**src/rtl/bounded_deque_with_search_core_assert.svh**
```systemverilog
// ----------------------------------------------------------------------------
// Assertion macros for the bounded deque core
// Clocked property checks; compiled out when SYNTHESIS is defined.
// ----------------------------------------------------------------------------
`ifndef BOUNDED_DEQUE_WITH_SEARCH_CORE_ASSERT_SVH
`define BOUNDED_DEQUE_WITH_SEARCH_CORE_ASSERT_SVH

`ifndef SYNTHESIS
// check with reset gating
`define BDQS_ASSERT_RST(label, clk, rst, prop) \
  label: assert property (@(posedge clk) disable iff (rst) prop) \
    else $error("bdqs assertion failed");
// check that also holds during reset
`define BDQS_ASSERT(label, clk, prop) \
  label: assert property (@(posedge clk) prop) \
    else $error("bdqs assertion failed");
`else
`define BDQS_ASSERT_RST(label, clk, rst, prop)
`define BDQS_ASSERT(label, clk, prop)
`endif

`endif

```
**src/rtl/bdqs_pkg.sv**
```systemverilog
`timescale 1ns / 1ps
// ----------------------------------------------------------------------------
// bdqs_pkg
// Shared constants, codes and types of the bounded deque core.
// ----------------------------------------------------------------------------
package bdqs_pkg;

  localparam int CAPACITY = 16;
  localparam int DATA_W   = 32;
  localparam int OCC_W    = $clog2(CAPACITY + 1);

  // action codes
  localparam logic [2:0] ACT_PUSH_FRONT = 3'd0;
  localparam logic [2:0] ACT_PUSH_BACK  = 3'd1;
  localparam logic [2:0] ACT_POP_FRONT  = 3'd2;
  localparam logic [2:0] ACT_POP_BACK   = 3'd3;
  localparam logic [2:0] ACT_SEARCH     = 3'd4;
  localparam logic [2:0] ACT_COUNT      = 3'd5;
  localparam logic [2:0] ACT_REVERSE    = 3'd6;

  // status codes
  localparam logic [1:0] ST_OK    = 2'd0;
  localparam logic [1:0] ST_FULL  = 2'd1;
  localparam logic [1:0] ST_EMPTY = 2'd2;

  // per-cell control
  typedef struct packed {
    logic shift_right;  // take left neighbor (toward tail)
    logic shift_left;   // take right neighbor (toward head)
    logic load;         // take the pushed value directly
  } cell_ctl_t;

endpackage

```
**src/rtl/bdqs_cell.sv**
```systemverilog
`timescale 1ns / 1ps
// ----------------------------------------------------------------------------
// bdqs_cell
// One storage slot of the deque row: holds an entry, shifts toward either
// neighbor, and compares its entry against the search key.
// ----------------------------------------------------------------------------
module bdqs_cell (
  input  logic                                 clk,
  input  bdqs_pkg::cell_ctl_t                  ctl,
  input  logic signed [bdqs_pkg::DATA_W-1:0]   from_left,
  input  logic signed [bdqs_pkg::DATA_W-1:0]   from_right,
  input  logic signed [bdqs_pkg::DATA_W-1:0]   item_value,
  input  logic signed [bdqs_pkg::DATA_W-1:0]   search_key,
  input  logic                                 occupied,
  output logic signed [bdqs_pkg::DATA_W-1:0]   entry,
  output logic                                 match
);

  always_ff @(posedge clk) begin
    if (ctl.load) begin
      entry <= item_value;
    end else if (ctl.shift_right) begin
      entry <= from_left;
    end else if (ctl.shift_left) begin
      entry <= from_right;
    end
  end

  // unoccupied slots never match, so stale data is never seen
  assign match = occupied && (entry == search_key);

endmodule

```
**src/rtl/bounded_deque_with_search_core.sv**
```systemverilog
`timescale 1ns / 1ps
// ----------------------------------------------------------------------------
// bounded_deque_with_search_core
// Bounded double-ended queue of signed 32-bit entries with key search.
// ----------------------------------------------------------------------------
// Usage:
//   Command channel: drive action, item_value and search_key with start high;
//   the beat is taken on a rising edge where start is high and busy is low.
//   busy is high only while rst is high, so a command can be issued every cycle.
//   Result channel: status, found and occupancy_out appear for exactly one
//   cycle with done high, in the cycle after the command beat. The receiver
//   cannot stall; each result must be captured in its done cycle.
//   Throughput: one command per cycle. Every action,
//   search included, finishes in a single pass over the row of cells: each
//   cell compares its own entry, the matches are OR-reduced.
//   Storage is a row of CAPACITY cells kept in logical order from cell 0;
//   a push at the head or pop at the head shifts the whole row one step.
//   Reverse only toggles an orientation flag swapping front and back.
//   Reset (synchronous, rst high) empties the store, clears the flag and
//   drops done; entry contents are left as they are.
// ----------------------------------------------------------------------------
`include "bounded_deque_with_search_core_assert.svh"

module bounded_deque_with_search_core (
  input  logic                                 clk,
  input  logic                                 rst,
  input  logic                                 start,
  output logic                                 busy,
  input  logic [2:0]                           action,
  input  logic signed [bdqs_pkg::DATA_W-1:0]   item_value,
  input  logic signed [bdqs_pkg::DATA_W-1:0]   search_key,
  output logic                                 done,
  output logic [1:0]                           status,
  output logic                                 found,
  output logic [bdqs_pkg::OCC_W-1:0]           occupancy_out
);

  localparam logic [bdqs_pkg::OCC_W-1:0] FULL_CNT =
    bdqs_pkg::OCC_W'(bdqs_pkg::CAPACITY);

  logic                               accept;
  logic [bdqs_pkg::OCC_W-1:0]         occupancy;
  logic [bdqs_pkg::OCC_W-1:0]         occupancy_next;
  logic                               reversed;
  logic                               reversed_next;
  logic [1:0]                         status_next;
  logic                               found_next;
  logic                               shift_r;
  logic                               shift_l;
  logic                               load_tail;
  logic                               at_head;
  logic                               any_match;

  logic signed [bdqs_pkg::DATA_W-1:0] entry [bdqs_pkg::CAPACITY];
  logic [bdqs_pkg::CAPACITY-1:0]      match;
  logic [bdqs_pkg::CAPACITY-1:0]      occupied;
  bdqs_pkg::cell_ctl_t                ctl [bdqs_pkg::CAPACITY];

  assign busy   = rst;
  assign accept = start && !busy;

  assign any_match = |match;
  assign at_head   = ((action == bdqs_pkg::ACT_PUSH_FRONT) ||
                      (action == bdqs_pkg::ACT_POP_FRONT)) != reversed;

  always_comb begin
    occupancy_next = occupancy;
    reversed_next  = reversed;
    status_next    = bdqs_pkg::ST_OK;
    found_next     = 1'b0;
    shift_r        = 1'b0;
    shift_l        = 1'b0;
    load_tail      = 1'b0;
    case (action)
      bdqs_pkg::ACT_PUSH_FRONT, bdqs_pkg::ACT_PUSH_BACK: begin
        if (occupancy == FULL_CNT) begin
          status_next = bdqs_pkg::ST_FULL;
        end else begin
          shift_r        = at_head;
          load_tail      = !at_head;
          occupancy_next = occupancy + 1'b1;
        end
      end
      bdqs_pkg::ACT_POP_FRONT, bdqs_pkg::ACT_POP_BACK: begin
        if (occupancy == '0) begin
          status_next = bdqs_pkg::ST_EMPTY;
        end else begin
          shift_l        = at_head;
          occupancy_next = occupancy - 1'b1;
        end
      end
      bdqs_pkg::ACT_SEARCH: begin
        found_next = any_match;
      end
      bdqs_pkg::ACT_REVERSE: begin
        reversed_next = !reversed;
      end
      default: begin
      end
    endcase
  end

  // row of cells, cell 0 is the physical head
  genvar gi;
  generate
    for (gi = 0; gi < bdqs_pkg::CAPACITY; gi++) begin : g_cell
      logic signed [bdqs_pkg::DATA_W-1:0] left_val;
      logic signed [bdqs_pkg::DATA_W-1:0] right_val;

      if (gi == 0) begin : g_head
        assign left_val = item_value;
      end else begin : g_mid_l
        assign left_val = entry[gi-1];
      end
      if (gi == bdqs_pkg::CAPACITY - 1) begin : g_tail
        assign right_val = entry[gi];
      end else begin : g_mid_r
        assign right_val = entry[gi+1];
      end

      assign occupied[gi] = bdqs_pkg::OCC_W'(gi) < occupancy;

      always_comb begin
        ctl[gi].shift_right = accept && shift_r;
        ctl[gi].shift_left  = accept && shift_l;
        ctl[gi].load        = accept && (load_tail && (bdqs_pkg::OCC_W'(gi) == occupancy)
                                         || shift_r && (gi == 0));
      end

      bdqs_cell u_cell (
        .clk        (clk),
        .ctl        (ctl[gi]),
        .from_left  (left_val),
        .from_right (right_val),
        .item_value (item_value),
        .search_key (search_key),
        .occupied   (occupied[gi]),
        .entry      (entry[gi]),
        .match      (match[gi])
      );
    end
  endgenerate

  always_ff @(posedge clk) begin
    if (rst) begin
      occupancy <= '0;
      reversed  <= 1'b0;
      done      <= 1'b0;
    end else begin
      done <= accept;
      if (accept) begin
        occupancy <= occupancy_next;
        reversed  <= reversed_next;
      end
    end
  end

  // result payload
  always_ff @(posedge clk) begin
    if (accept) begin
      status        <= status_next;
      found         <= found_next;
      occupancy_out <= occupancy_next;
    end
  end

  `BDQS_ASSERT(a_occ_bound, clk, rst || (occupancy <= FULL_CNT))
  `BDQS_ASSERT_RST(a_done_follows, clk, rst, accept |=> done)
  `BDQS_ASSERT_RST(a_full_count, clk, rst, done && (status == bdqs_pkg::ST_FULL) |-> occupancy_out == FULL_CNT)
  `BDQS_ASSERT_RST(a_empty_count, clk, rst, done && (status == bdqs_pkg::ST_EMPTY) |-> occupancy_out == '0)
  `BDQS_ASSERT_RST(a_found_ok, clk, rst, done && found |-> status == bdqs_pkg::ST_OK && occupancy_out != '0)

endmodule

```
**config.mk**
```make
export PLATFORM = sky130hd
export DESIGN_NAME = bounded_deque_with_search_core
export DESIGN_NICKNAME = d
export VERILOG_FILES = /design/src/rtl/bdqs_pkg.sv /design/src/rtl/bdqs_cell.sv /design/src/rtl/bounded_deque_with_search_core.sv
export VERILOG_INCLUDE_DIRS = /design/src /design/src/rtl
export SDC_FILE = /design/constraint.sdc
export NUM_CORES = 2
export LEC_CHECK = 0
export BUFFER_PORTS_ARGS = -buffer_cell sky130_fd_sc_hd__buf_4
export CAP_MARGIN = 40
export CORE_MARGIN = 5
export CORE_UTILIZATION = 58
export DETAILED_ROUTE_END_ITERATION = 10
export PLACE_DENSITY = 0.75
export SLEW_MARGIN = 5
export SYNTH_ARGS = -nofsm -noshare
export SYNTH_HDL_FRONTEND = slang
export SYNTH_HIERARCHICAL = 1
export SYNTH_SLANG_ARGS = --single-unit
```
**constraint.sdc**
```tcl
create_clock -name clk -period 3.11 [get_ports clk]
set_input_delay 0.622 -clock clk [delete_from_list [all_inputs] [get_ports clk]]
set_output_delay 0.622 -clock clk [all_outputs]
set_load 0.01 [all_outputs]
```
==> metrics.txt <==
Post-CTS Setup Repair Bufs 0; Root Buffer clkbuf_16; main flop type after synthesis edfxtp_1; Switching Share a little under a quarter; multi-input logic area 16300 um2; core area about 56000 um2; worst slew pin tran 0.785 ns; DIE WIDTH 248 um; Fmax achieved 346 MHz; largest net degree at the start of global routing 100; slowest cell delay on critical path approximately 0.44 ns; row cnt 87; Worst Setup EP found; Routed WL about 99000 um; Net Count, Synth 3175; list of most frequent post-synthesis cells nand2_1, edfxtp_1, o21ai_0; number of global-route vias before repair 24700; endpoints failing setup 0; fillers 4315; via count 25400; Die Height 248 um; Ys Warns 6; Post-DP Area 34900 um2; Post-Syn Area 32900 um2; Worst VDD drop 0.448 mV; wire length per cell 25.0 um; post-synth top area share 47.5%; # resized after CTS 0; Clk pwr share between 40 and 50%; clock buffer depth 3; post-DP HPWL between 60000 and 70000 um; Static Leak 0.0111 uW; synth top area cells edfxtp_1, mux2i_1, xor2_1; fin crit period roughly 2.9 ns; Sink Count about 530; Final Cycle Share slightly above 90%; area delta synth->final 11.5%; total grt overflow 0; antenna violations before repair 18; Total GRT Usage 31.5%; crit path from occupancy[2]; RePlAce Congestion just under 1; Crit path buffers/inverters 1; Seq/Total Area, Yosys 47.9%; Cell variety after synth 43; NumNets Final 3232; setup slack on the worst flop-to-flop path 0.22 ns; outcome finished clean; sw power 3800 uW; critical path startpoint category flip-flop; remaining antenna violation count 0; vias per cell 6.39; internal power 12100 uW; IO Count 80; top-count cell post-synth nand2_1; Critical Path, Cell by Cell buf_4 > nor3_1 > o21ai_0 > nand3_1 > nor3_2 > nor4_1 > nand4_1 > and4b_1; first-pass GRT wire length 149000 um; fin util between 60% and 70%; Sequential Power Share 50.1%; router iterations before antenna repair 6; H-Tree Depth 2; FF-to-FF Start occupancy[2]; CP Capture Type flip-flop; DRC Markers 0; RR Endpoint found; logic gate share of total power ~7.8%; ys async rst share 0%; TritonCTS buffer count 58; Crit Path Max Fanout 17; Initial Util 58.5%; power per cell area approximately 430 nW/um2; FF-to-FF path depth 8; Tightest Hold Check Type input port to flip-flop; die area 61600 um2; CTS tree done; worst rel slew slack 47.7%; Synth Instances 3100; RSZ-0062 raised after global routing no; WS Path Type flip-flop to flip-flop; post-synth top area cell edfxtp_1; EDFF count, synth 520; Clk Latency, worst-skew pair around 0.63 ns; syn avg cell area 10.6 um2; worst endpoint data arrival time 3.28 ns; CP Data Required Time 3.49 ns; first-iteration detailed-routing DRC count 3106; final worst setup slack 0.217 ns; Storage cell area 15800 um2; Crit path max-delay family simple AND/OR/NAND/NOR gates; FF+latch count, synth 527; Slew Limit Fails 0; WP depth 8; final hold viol count 0; final clock skew 0.0171 ns; Max-Cap Viols 0; hold buffers post-CTS 0; PortBufs between 70 and 80; clock slew at reported path FFs about 0.06 ns; worst slack at placement 0.0839 ns; slowest cell on the critical path nor3_1; post-route cell area 36700 um2; share of layout cells above drive strength 1 about a tenth
[routing by layer]
metal	global-route usage, %	vias up	part of all wire, %	wire length (um)
met4	15.3	2	5.0	5000
li1	-	11300	-	-
met3	5.00	250	9.1	9050
met1	42.8	12300	39	39200
met2	49.9	1487	46	46100
met5	0	-	0.013	13
[how the worst min path moves through the flow]
| stage | from | end | slack [ns] | cells after the start |
|---|---|---|---|---|
| floorplan | reversed | reversed | 0.54 | 2 |
| global placement | occupancy[2] | occupancy[2] | 0.55 | 2 |
| detailed placement | occupancy[2] | occupancy[2] | 0.57 | 1 |
| CTS | start | occupancy[3] | 0.20 | 2 |
| global route | rst | reversed | 0.25 | 2 |
| finish | start | occupancy[3] | 0.23 | 2 |
[cells in the final DEF (no fill, tap or decap), types with 20 or more instances in the layout]
| master | n |
|---|---|
| nor4_1 | 117 |
| xnor2_1 | 21 |
| buf_4 | 149 |
| nor3_2 | 22 |
| nand3_1 | 33 |
| mux2i_1 | 514 |
| clkbuf_16 | 59 |
| edfxtp_1 | 520 |
| nor3_1 | 20 |
| o21ai_0 | 518 |
| xor2_1 | 499 |
| nand2_1 | 524 |
| buf_12 | 35 |
[flip-flops by register name (all words and copies together), names as in the netlist]
register	count
done	1
found	1
g_cell.u_cell/entry	512
occupancy	5
occupancy_out	5
reversed	1
status	2
[worst reg2reg max path: stages, from the launching register on]
cell     delay, ns
dfxtp_1       0.35
buf_4         0.22
nor3_1        0.44
o21ai_0       0.38
nand3_1       0.30
nor3_2        0.07
nor4_1        0.35
nand4_1       0.27
and4b_1       0.28
[power groups by stage]
stage               clock network (uW)  logic (uW)  registers [uW]
CTS                               6780        1220            7940
floorplan                            0         602            8070
finish                            6680        1240            7950
detailed placement                   0        1210            8090
global route                      7070        1320            7950
global placement                     0        1170            8090
[layout make-up]
| cell class | instances | area share (%) |
|---|---|---|
| sequential | 527 | 42.9 |
| antenna | 18 | 0.123 |
| clock inverter | 33 | 0.723 |
| multi-input combinational | 2376 | 44.4 |
| clock buffer | 70 | 4.14 |
| inverter | 10 | 0.102 |
| tap | 756 | 2.58 |
| timing repair buffer | 184 | 4.96 |
[through the flow]
step | setup TNS [ns] | hold slack, ns | instances | power [uW]
final | 0 | 0.233 | 3974 | 15900
after global routing | 0 | 0.246 | 3973 | 16300
after CTS | 0 | 0.198 | 3956 | 15900
after detailed placement | 0 | 0.569 | 3853 | 9300
after global placement | 0 | 0.549 | 3853 | 9260
after floorplan | -33.19 | 0.538 | 3100 | 8670
[kinds of logic (layout without fill, tap and decap cells)]
family	Yosys count	in the layout	synth area share, %
AND/OR/NAND/NOR	800	800	11.2
AO/OA/AOI/OAI	537	537	8.30
flip-flops	527	527	47.9
XOR/XNOR	520	520	13.8
multiplexers	514	514	15.6
buffers and inverters	197	297	2.97
adder cells (fa/ha/maj)	5	5	0.190
other	0	18	0
No activity file was read; power rests on OpenSTA's default activity.
